==> config.mk <==
export PLATFORM = sky130hd
export DESIGN_NAME = tcp_connection_table
export DESIGN_NICKNAME = d
export VERILOG_FILES = /design/src/rtl/core/tct_pkg.sv /design/src/rtl/core/tct_cell.sv /design/src/rtl/core/tct_ctrl.sv /design/src/rtl/core/tcp_connection_table.sv
export SDC_FILE = /design/constraint.sdc
export NUM_CORES = 2
export LEC_CHECK = 0
export BUFFER_PORTS_ARGS = -buffer_cell sky130_fd_sc_hd__buf_2
export CAP_MARGIN = 10
export CORE_ASPECT_RATIO = 0.5
export CORE_MARGIN = 5
export CORE_UTILIZATION = 35
export CTS_CLUSTER_SIZE = 20
export DETAILED_ROUTE_END_ITERATION = 10
export GPL_TIMING_DRIVEN = 0
export SLEW_MARGIN = 5
export SYNTH_ARGS = -nofsm -noshare
export SYNTH_HDL_FRONTEND = slang
export SYNTH_SLANG_ARGS = --single-unit
==> constraint.sdc <==
create_clock -name aclk -period 6.9 [get_ports aclk]
set_input_delay 0.69 -clock aclk [delete_from_list [all_inputs] [get_ports aclk]]
set_output_delay 0.69 -clock aclk [all_outputs]
set_load 0.02 [all_outputs]
==> src/rtl/core/tct_pkg.sv <==
// Shared types and constants of the TCP connection table.
// Depends on nothing; used by every module of the table.
package tct_pkg;

    localparam int IDX_W = 8;                // enough for up to 256 entries
    localparam int ENTRIES_DEF = 16;

    localparam logic [2:0] ACT_ALLOC  = 3'd0;
    localparam logic [2:0] ACT_FREE   = 3'd1;
    localparam logic [2:0] ACT_WRITE  = 3'd2;
    localparam logic [2:0] ACT_EXACT  = 3'd3;
    localparam logic [2:0] ACT_LISTEN = 3'd4;
    localparam logic [2:0] ACT_PORT   = 3'd5;

    localparam logic [7:0] REG_EPH_FIRST = 8'd0;
    localparam logic [7:0] REG_EPH_LAST  = 8'd1;
    localparam logic [7:0] REG_ISN_STEP  = 8'd2;

    localparam logic [15:0] EPH_FIRST_RESET = 16'd49152;
    localparam logic [15:0] EPH_LAST_RESET  = 16'd65535;
    localparam logic [31:0] ISN_STEP_RESET  = 32'd64000;
    localparam logic [31:0] ISN_RESET       = 32'h12345678;

    // Search token handed from cell to cell.
    typedef struct packed {
        logic             act;
        logic             hit;
        logic [IDX_W-1:0] idx;
    } token_t;

    // Operation and key broadcast to every cell.
    typedef struct packed {
        logic [2:0]  op;
        logic [3:0]  slot;
        logic [31:0] laddr;
        logic [15:0] lport;
        logic [31:0] raddr;
        logic [15:0] rport;
        logic        listening;
    } bcast_t;

endpackage

==> src/rtl/core/tct_cell.sv <==
// One connection entry of the table and its step of the search chain.
// Depends on tct_pkg.
module tct_cell #(
    parameter int INDEX = 0
) (
    input  logic            aclk,
    input  logic            aresetn,
    input  tct_pkg::bcast_t bc,
    input  tct_pkg::token_t tok_in,
    output tct_pkg::token_t tok_out
);

    logic        valid_reg, listen_reg;
    logic [31:0] laddr_reg, raddr_reg;
    logic [15:0] lport_reg, rport_reg;
    tct_pkg::token_t tok_reg, tok_next;
    logic        match, take;
    logic [tct_pkg::IDX_W-1:0] my_idx;

    assign my_idx = tct_pkg::IDX_W'(INDEX);

    always_comb begin
        unique case (bc.op)
            tct_pkg::ACT_ALLOC:  match = !valid_reg;
            tct_pkg::ACT_FREE,
            tct_pkg::ACT_WRITE:  match = ({4'b0, bc.slot} == my_idx);
            tct_pkg::ACT_EXACT:  match = valid_reg && lport_reg == bc.lport
                                     && rport_reg == bc.rport && raddr_reg == bc.raddr
                                     && (laddr_reg == 32'd0 || laddr_reg == bc.laddr);
            tct_pkg::ACT_LISTEN: match = valid_reg && listen_reg && lport_reg == bc.lport;
            tct_pkg::ACT_PORT:   match = valid_reg && lport_reg == bc.lport;
            default:             match = 1'b0;
        endcase
        take         = tok_in.act && !tok_in.hit && match;
        tok_next.act = tok_in.act;
        tok_next.hit = tok_in.hit || take;
        tok_next.idx = take ? my_idx : tok_in.idx;
    end

    always_ff @(posedge aclk) begin
        if (!aresetn) begin
            valid_reg   <= 1'b0;
            listen_reg  <= 1'b0;
            tok_reg.act <= 1'b0;
        end else begin
            tok_reg <= tok_next;
            if (take) begin
                unique case (bc.op)
                    tct_pkg::ACT_ALLOC: begin
                        valid_reg  <= 1'b1;
                        listen_reg <= 1'b0;
                        laddr_reg  <= '0;
                        lport_reg  <= '0;
                        raddr_reg  <= '0;
                        rport_reg  <= '0;
                    end
                    tct_pkg::ACT_FREE: begin
                        valid_reg  <= 1'b0;
                        listen_reg <= 1'b0;
                    end
                    tct_pkg::ACT_WRITE: begin
                        listen_reg <= bc.listening;
                        laddr_reg  <= bc.laddr;
                        lport_reg  <= bc.lport;
                        raddr_reg  <= bc.raddr;
                        rport_reg  <= bc.rport;
                    end
                    default: ;
                endcase
            end
        end
    end

    assign tok_out = tok_reg;

endmodule

==> src/rtl/core/tct_ctrl.sv <==
// Sequencer of the table: handshakes, registers, ISN and port state.
// Depends on tct_pkg; drives the head of the cell chain.
module tct_ctrl #(
    parameter int ENTRIES = tct_pkg::ENTRIES_DEF
) (
    input  logic            aclk,
    input  logic            aresetn,
    input  logic            s_valid,
    output logic            s_ready,
    input  logic [2:0]      s_action,
    input  logic [3:0]      s_slot,
    input  logic [31:0]     s_local_addr,
    input  logic [15:0]     s_local_port,
    input  logic [31:0]     s_remote_addr,
    input  logic [15:0]     s_remote_port,
    input  logic            s_listening,
    output logic            m_valid,
    input  logic            m_ready,
    output logic            m_found,
    output logic [3:0]      m_result_slot,
    output logic [31:0]     m_isn,
    output logic [15:0]     m_port,
    input  logic            cfg_valid,
    output logic            cfg_ready,
    input  logic [7:0]      cfg_index,
    input  logic [31:0]     cfg_data,
    output tct_pkg::bcast_t bc,
    output tct_pkg::token_t tok_head,
    input  tct_pkg::token_t tok_tail
);

    typedef enum logic [1:0] {ST_IDLE, ST_SCAN, ST_DONE} state_t;

    state_t      state_reg;
    logic [15:0] first_reg, last_reg, next_port_reg, cand_reg, start_reg;
    logic [31:0] isn_step_reg, isn_ctr_reg;
    logic [2:0]  op_reg;
    logic [3:0]  slot_reg;
    logic [31:0] laddr_reg, raddr_reg;
    logic [15:0] lport_reg, rport_reg;
    logic        listening_reg, launch_reg;
    logic        r_found_reg;
    logic [3:0]  r_slot_reg;
    logic [31:0] r_isn_reg;
    logic [15:0] r_port_reg;
    logic        m_valid_reg;
    logic [3:0]  m_slot_reg;
    logic        m_found_reg;
    logic [31:0] m_isn_reg;
    logic [15:0] m_port_reg;

    logic [15:0] init_cand, cand_next;
    logic        slot_ok, in_use;
    logic        skip_scan, retry, launch_next, push;

    assign s_ready   = (state_reg == ST_IDLE);
    assign cfg_ready = 1'b1;
    assign init_cand = (next_port_reg < first_reg || next_port_reg > last_reg)
                       ? first_reg : next_port_reg;
    assign cand_next = (cand_reg == last_reg) ? first_reg : cand_reg + 16'd1;
    assign slot_ok   = ({5'b0, slot_reg} < 9'(ENTRIES));
    assign in_use    = tok_tail.hit || cand_reg == 16'd0;

    // Unused actions and an empty port range go straight to the result.
    assign skip_scan   = s_action > tct_pkg::ACT_PORT
                         || (s_action == tct_pkg::ACT_PORT && first_reg > last_reg);
    // Port in use and more candidates left: run the chain again.
    assign retry       = op_reg == tct_pkg::ACT_PORT && in_use && cand_next != start_reg;
    assign launch_next = (state_reg == ST_IDLE && s_valid && !skip_scan)
                         || (state_reg == ST_SCAN && tok_tail.act && retry);
    assign push        = (state_reg == ST_DONE) && (!m_valid_reg || m_ready);

    assign bc.op        = op_reg;
    assign bc.slot      = slot_reg;
    assign bc.laddr     = laddr_reg;
    assign bc.lport     = (op_reg == tct_pkg::ACT_PORT) ? cand_reg : lport_reg;
    assign bc.raddr     = raddr_reg;
    assign bc.rport     = rport_reg;
    assign bc.listening = listening_reg;

    assign tok_head.act = launch_reg;
    assign tok_head.hit = 1'b0;
    assign tok_head.idx = '0;

    always_ff @(posedge aclk) begin
        if (!aresetn) begin
            state_reg     <= ST_IDLE;
            first_reg     <= tct_pkg::EPH_FIRST_RESET;
            last_reg      <= tct_pkg::EPH_LAST_RESET;
            isn_step_reg  <= tct_pkg::ISN_STEP_RESET;
            isn_ctr_reg   <= tct_pkg::ISN_RESET;
            next_port_reg <= tct_pkg::EPH_FIRST_RESET;
            launch_reg    <= 1'b0;
            m_valid_reg   <= 1'b0;
        end else begin
            launch_reg <= launch_next;
            if (push) m_valid_reg <= 1'b1;
            else if (m_ready) m_valid_reg <= 1'b0;
            if (cfg_valid) begin
                unique case (cfg_index)
                    tct_pkg::REG_EPH_FIRST: first_reg    <= cfg_data[15:0];
                    tct_pkg::REG_EPH_LAST:  last_reg     <= cfg_data[15:0];
                    tct_pkg::REG_ISN_STEP:  isn_step_reg <= cfg_data;
                    default: ;
                endcase
            end
            unique case (state_reg)
                ST_IDLE: begin
                    if (s_valid) begin
                        op_reg        <= s_action;
                        slot_reg      <= s_slot;
                        laddr_reg     <= s_local_addr;
                        lport_reg     <= s_local_port;
                        raddr_reg     <= s_remote_addr;
                        rport_reg     <= s_remote_port;
                        listening_reg <= s_listening;
                        cand_reg      <= init_cand;
                        start_reg     <= init_cand;
                        r_found_reg   <= 1'b0;
                        r_slot_reg    <= '0;
                        r_isn_reg     <= '0;
                        r_port_reg    <= '0;
                        state_reg     <= skip_scan ? ST_DONE : ST_SCAN;
                    end
                end
                ST_SCAN: begin
                    if (tok_tail.act) begin
                        if (!retry) state_reg <= ST_DONE;
                        unique case (op_reg)
                            tct_pkg::ACT_FREE, tct_pkg::ACT_WRITE: begin
                                r_found_reg <= slot_ok;
                                r_slot_reg  <= slot_ok ? slot_reg : 4'd0;
                            end
                            tct_pkg::ACT_PORT: begin
                                if (!in_use) begin
                                    next_port_reg <= cand_next;
                                    r_found_reg   <= 1'b1;
                                    r_port_reg    <= cand_reg;
                                end else if (!retry) begin
                                    next_port_reg <= cand_next;
                                end else begin
                                    // try the next candidate port
                                    cand_reg <= cand_next;
                                end
                            end
                            default: begin
                                r_found_reg <= tok_tail.hit;
                                r_slot_reg  <= tok_tail.hit ? tok_tail.idx[3:0] : 4'd0;
                                if (op_reg == tct_pkg::ACT_ALLOC && tok_tail.hit) begin
                                    r_isn_reg   <= isn_ctr_reg;
                                    isn_ctr_reg <= isn_ctr_reg + isn_step_reg;
                                end
                            end
                        endcase
                    end
                end
                ST_DONE: begin
                    if (push) begin
                        m_found_reg <= r_found_reg;
                        m_slot_reg  <= r_slot_reg;
                        m_isn_reg   <= r_isn_reg;
                        m_port_reg  <= r_port_reg;
                        state_reg   <= ST_IDLE;
                    end
                end
                default: state_reg <= ST_IDLE;
            endcase
        end
    end

    assign m_valid       = m_valid_reg;
    assign m_found       = m_found_reg;
    assign m_result_slot = m_slot_reg;
    assign m_isn         = m_isn_reg;
    assign m_port        = m_port_reg;

endmodule

==> src/rtl/core/tcp_connection_table.sv <==
// Top level of the TCP connection table: sequencer plus a chain of entry cells.
// Depends on tct_pkg, tct_cell and tct_ctrl.
//
//  channel | ports                                   | direction
//  --------+-----------------------------------------+----------
//  request | s_valid/s_ready, s_action .. s_listening | in
//  result  | m_valid/m_ready, m_found .. m_port       | out
//  config  | cfg_valid/cfg_ready, cfg_index, cfg_data | in
//
// Each request beat sends one token down the chain of ENTRIES cells, one cell
// per cycle; the sequencer latches the result, moves it into the output register
// once that is free and then waits idle for the next request beat. An ephemeral
// port request repeats the pass with each further candidate port until one is
// free or all are tried. Unused actions and an empty port range skip the chain.
// Reset clears all valid and listen marks at once; no clearing pass.
// A result held on a stalled m_ready side stalls the next result and keeps the
// sequencer busy; the next request beat is accepted as soon as it is idle.
module tcp_connection_table #(
    parameter int ENTRIES = tct_pkg::ENTRIES_DEF
) (
    input  logic        aclk,
    input  logic        aresetn,
    input  logic        s_valid,
    output logic        s_ready,
    input  logic [2:0]  s_action,
    input  logic [3:0]  s_slot,
    input  logic [31:0] s_local_addr,
    input  logic [15:0] s_local_port,
    input  logic [31:0] s_remote_addr,
    input  logic [15:0] s_remote_port,
    input  logic        s_listening,
    output logic        m_valid,
    input  logic        m_ready,
    output logic        m_found,
    output logic [3:0]  m_result_slot,
    output logic [31:0] m_isn,
    output logic [15:0] m_port,
    input  logic        cfg_valid,
    output logic        cfg_ready,
    input  logic [7:0]  cfg_index,
    input  logic [31:0] cfg_data
);

    tct_pkg::bcast_t bc;
    tct_pkg::token_t tok [ENTRIES+1];

    tct_ctrl #(.ENTRIES(ENTRIES)) u_ctrl (
        .aclk, .aresetn,
        .s_valid, .s_ready, .s_action, .s_slot, .s_local_addr, .s_local_port,
        .s_remote_addr, .s_remote_port, .s_listening,
        .m_valid, .m_ready, .m_found, .m_result_slot, .m_isn, .m_port,
        .cfg_valid, .cfg_ready, .cfg_index, .cfg_data,
        .bc, .tok_head(tok[0]), .tok_tail(tok[ENTRIES])
    );

    // Chain of entry cells; the first free or matching cell claims the token.
    for (genvar i = 0; i < ENTRIES; i++) begin : g_cell
        tct_cell #(.INDEX(i)) u_cell (
            .aclk, .aresetn, .bc,
            .tok_in (tok[i]),
            .tok_out(tok[i+1])
        );
    end

endmodule

==> metrics.txt <==
result of the run=complete, but fails checks; violated checks=max-capacitance violations, max-slew violations; violation count after the first detailed-routing iteration=6669; Most used DFF post-synth=edfxtp_1; Synth area leader=edfxtp_1; DR DRC count=0; clock root buffer master=clkbuf_16; upper clock frequency limit=148 MHz; HPWL after DPL=195000 microns; critical path's slowest cell=nor4_2; Setup Viol. Count Final=0; ordered cell list for the critical path=clkbuf_1, clkbuf_1, xor2_1, nor4_1, nand3_1, nor4_2, a21oi_1, o31ai_2, nand4b_2, nor2_4, buf_12, buf_16; synthesized flop and latch total=2007; width of the die=714 microns; max-slew violation count=12; Cells on Worst Hold Path=1; maximum buffer depth of the clock tree=4; crit-path max FO=26; ratio of final minimum period to clock period=0.980; worst-case clock skew=0.122 ns; met1 track demand over resource in global routing=0.307; Die Area=258000 sq um; required time reported for the critical path endpoint=7.46 ns; Area growth syn-to-layout=16.7%; Cell variety after synth=80; Hold Violations, Final=0; vias in the first global route=51000; netlist area before placement=86600 sq um; arrival time worst endpoint=7.32 ns; YS warnings=0; TritonCTS buffer count=190; detailed-route vias per instance=5.41; RSZ-0062 raised after global routing=no; clk_lat worst skew=0.91 ns; area share of the largest cell type after synthesis=0.639; ys async rst share=0; worst min-delay path category=input port to flip-flop; non-filler cells in the finished layout=9918; worst path buffer plus inverter count=4; average cell area after synthesis=14.7 sq um; TritonCTS clock tree=built; post-layout worst setup margin=0.140 ns; number of cells on the critical path=12; core area=247000 sq um; Post-Place Setup Slack=-0.0613 ns; Worst-Margin Slew=1.51 ns; Starting Density=0.351; number of nets at the end of the flow=6715; post-route ant nets=0; first-pass GRT wire length=400000 microns; number of maximum-capacitance constraint violations=1; worst-case headroom to the max-slew limit=-0.00991; Power Density=262 nW/um^2; cell repeated most along the worst path=clkbuf_1; GR peak layer=met2; kind of cell with the highest combined delay on the critical path=simple AND/OR/NAND/NOR gates; overflow left after global routing=0; number of cell rows=129; antenna violations before repair=23; number of flops mapped to enable cells by yosys=1843; DRT Pass-1 Iters=5; number of port buffers=203; worst reg-to-reg path cell count=12; syn_nets=6129; Leakage=34.1 nW; met2 GRT Util=0.342; worst IR drop on VDD=210 uV; Total Wirelength=292000 microns; Boundary Pins=205; share of post-route cells with drive strength above 1=0.123; Min Clock Period, post-route=6.76 ns; vertical die dimension=362 microns; type of element capturing the critical path=flip-flop; Worst setup SP type=flip-flop; met3 Usage GRT=0.0483; cell types occupying the most area after synthesis=edfxtp_1 (64%), xor2_1 (11%), xnor2_1 (5.2%); final weighted congestion in routability-driven placement=0.904; Vias=53600; most used standard cells in the synthesized netlist=edfxtp_1 (1843), xor2_1 (1099), xnor2_1 (512); maximum number of pins on one net before global-route repair=68; maximum level of the CTS H-tree=4; CTS sink cnt=2007; clock-pin slew on the worst setup and hold paths=0.07 ns; slowest cell delay on critical path=1.01 ns; number of instances in the synthesized netlist=5899; sequential area share after synthesis=0.677; overall fraction of global-route tracks in use=0.219; # placed instances=9494; WL per Instance=29.5 microns; most common cell in the netlist=edfxtp_1; crit path kind=flip-flop to flip-flop
[cells by family after synthesis]
kind of cell / Yosys count / synth area share
compound gates: 400 / 0.0325
xor+xnor: 1611 / 0.163
fa+ha+maj: 81 / 0.0118
buf+inv: 351 / 0.0177
flops: 2007 / 0.677
mux: 43 / 0.00751
other cells: 1 / 0.0000433
simple gates: 1405 / 0.0908
[worst register-to-register path: cells and delay by family (launching register included)]
kind / cells / cell delay [ns]
AO/OA/AOI/OAI: 2 / 0.63
AND/OR/NAND/NOR: 5 / 2.98
flip-flops: 1 / 0.32
XOR/XNOR: 1 / 0.16
buffers and inverters: 4 / 2.44
[per-stage QoR]
stage          hold slack [ns]   util  power, mW  cell area [sq um]  setup TNS, ns
6_report                0.0659  0.410       26.5             101000              0
5_1_grt                 0.0287  0.410       27.2             101000              0
4_1_cts                0.00671  0.409       26.5             101000              0
3_5_place_dp             0.405  0.382       16.1              94200          -4.70
3_3_place_gp             0.401  0.372       16.0              91800       -7407.88
2_1_floorplan            0.400      -       15.0              86700              0
[repair_timing]
action,CTS,global route
resized for setup,3,1
endpoints found under the setup margin,112,34
pin swaps,0,1
buffers inserted,0,4
gates cloned,0,1
hold endpoints to repair,64,0
hold buffers,64,0
[placed cells by master, fill, tap and decap left out, types with 50 or more instances in the layout]
master and instances:
clkbuf_16 194, a21boi_0 53, inv_1 66, dfxtp_1 164, xnor2_1 512, nor4_1 443, edfxtp_1 1843, buf_2 231
a21oi_1 59, clkbuf_1 258, ha_1 80, dlygate4sd3_1 64, nand4_1 185, and2_1 170, nand2_1 252, nand3_1 79
xor2_1 1099, o21ai_0 76, nor2_1 64, buf_12 50
[layer usage]
| metal | share of wire | up-vias |
|---|---|---|
| met1 | 0.42 | 27300 |
| met3 | 0.10 | 480 |
| li1 | - | 22900 |
| met4 | 0.030 | 4 |
| met2 | 0.45 | 2880 |
| met5 | 0.000092 | - |
[layout make-up]
| type | instances | area (sq um) |
|---|---|---|
| plain buffers | 282 | 1300 |
| multi-input cells | 3542 | 26800 |
| flip-flops and latches | 2007 | 58600 |
| fillers | 22400 | 146000 |
| repair buffers | 393 | 4000 |
| inverters | 69 | 259 |
| well taps | 3275 | 4100 |
| clock inverters | 96 | 907 |
| diodes | 9 | 22.5 |
| clock buffers | 245 | 5120 |
[power by group]
| part | switching (mW) | internal [mW] |
|---|---|---|
| sequential | 0.0533 | 13.4 |
| clock | 4.80 | 5.81 |
| combinational | 1.69 | 0.730 |
| total | 6.54 | 19.9 |
[path summary, 6_finish.rpt]
| check | start | to | slack, ns |
|---|---|---|---|
| setup / recovery | u_ctrl.raddr_reg[15] | g_cell[2].u_cell.rport_reg[9] | 0.14 |
| hold / removal | s_local_addr[12] | u_ctrl.laddr_reg[12] | 0.07 |
| setup reg to reg | u_ctrl.raddr_reg[15] | g_cell[2].u_cell.rport_reg[9] | 0.14 |
| hold reg to reg | u_ctrl.r_port_reg[8] | u_ctrl.m_port[8] | 0.42 |
Power figures use the tool's default switching activity.
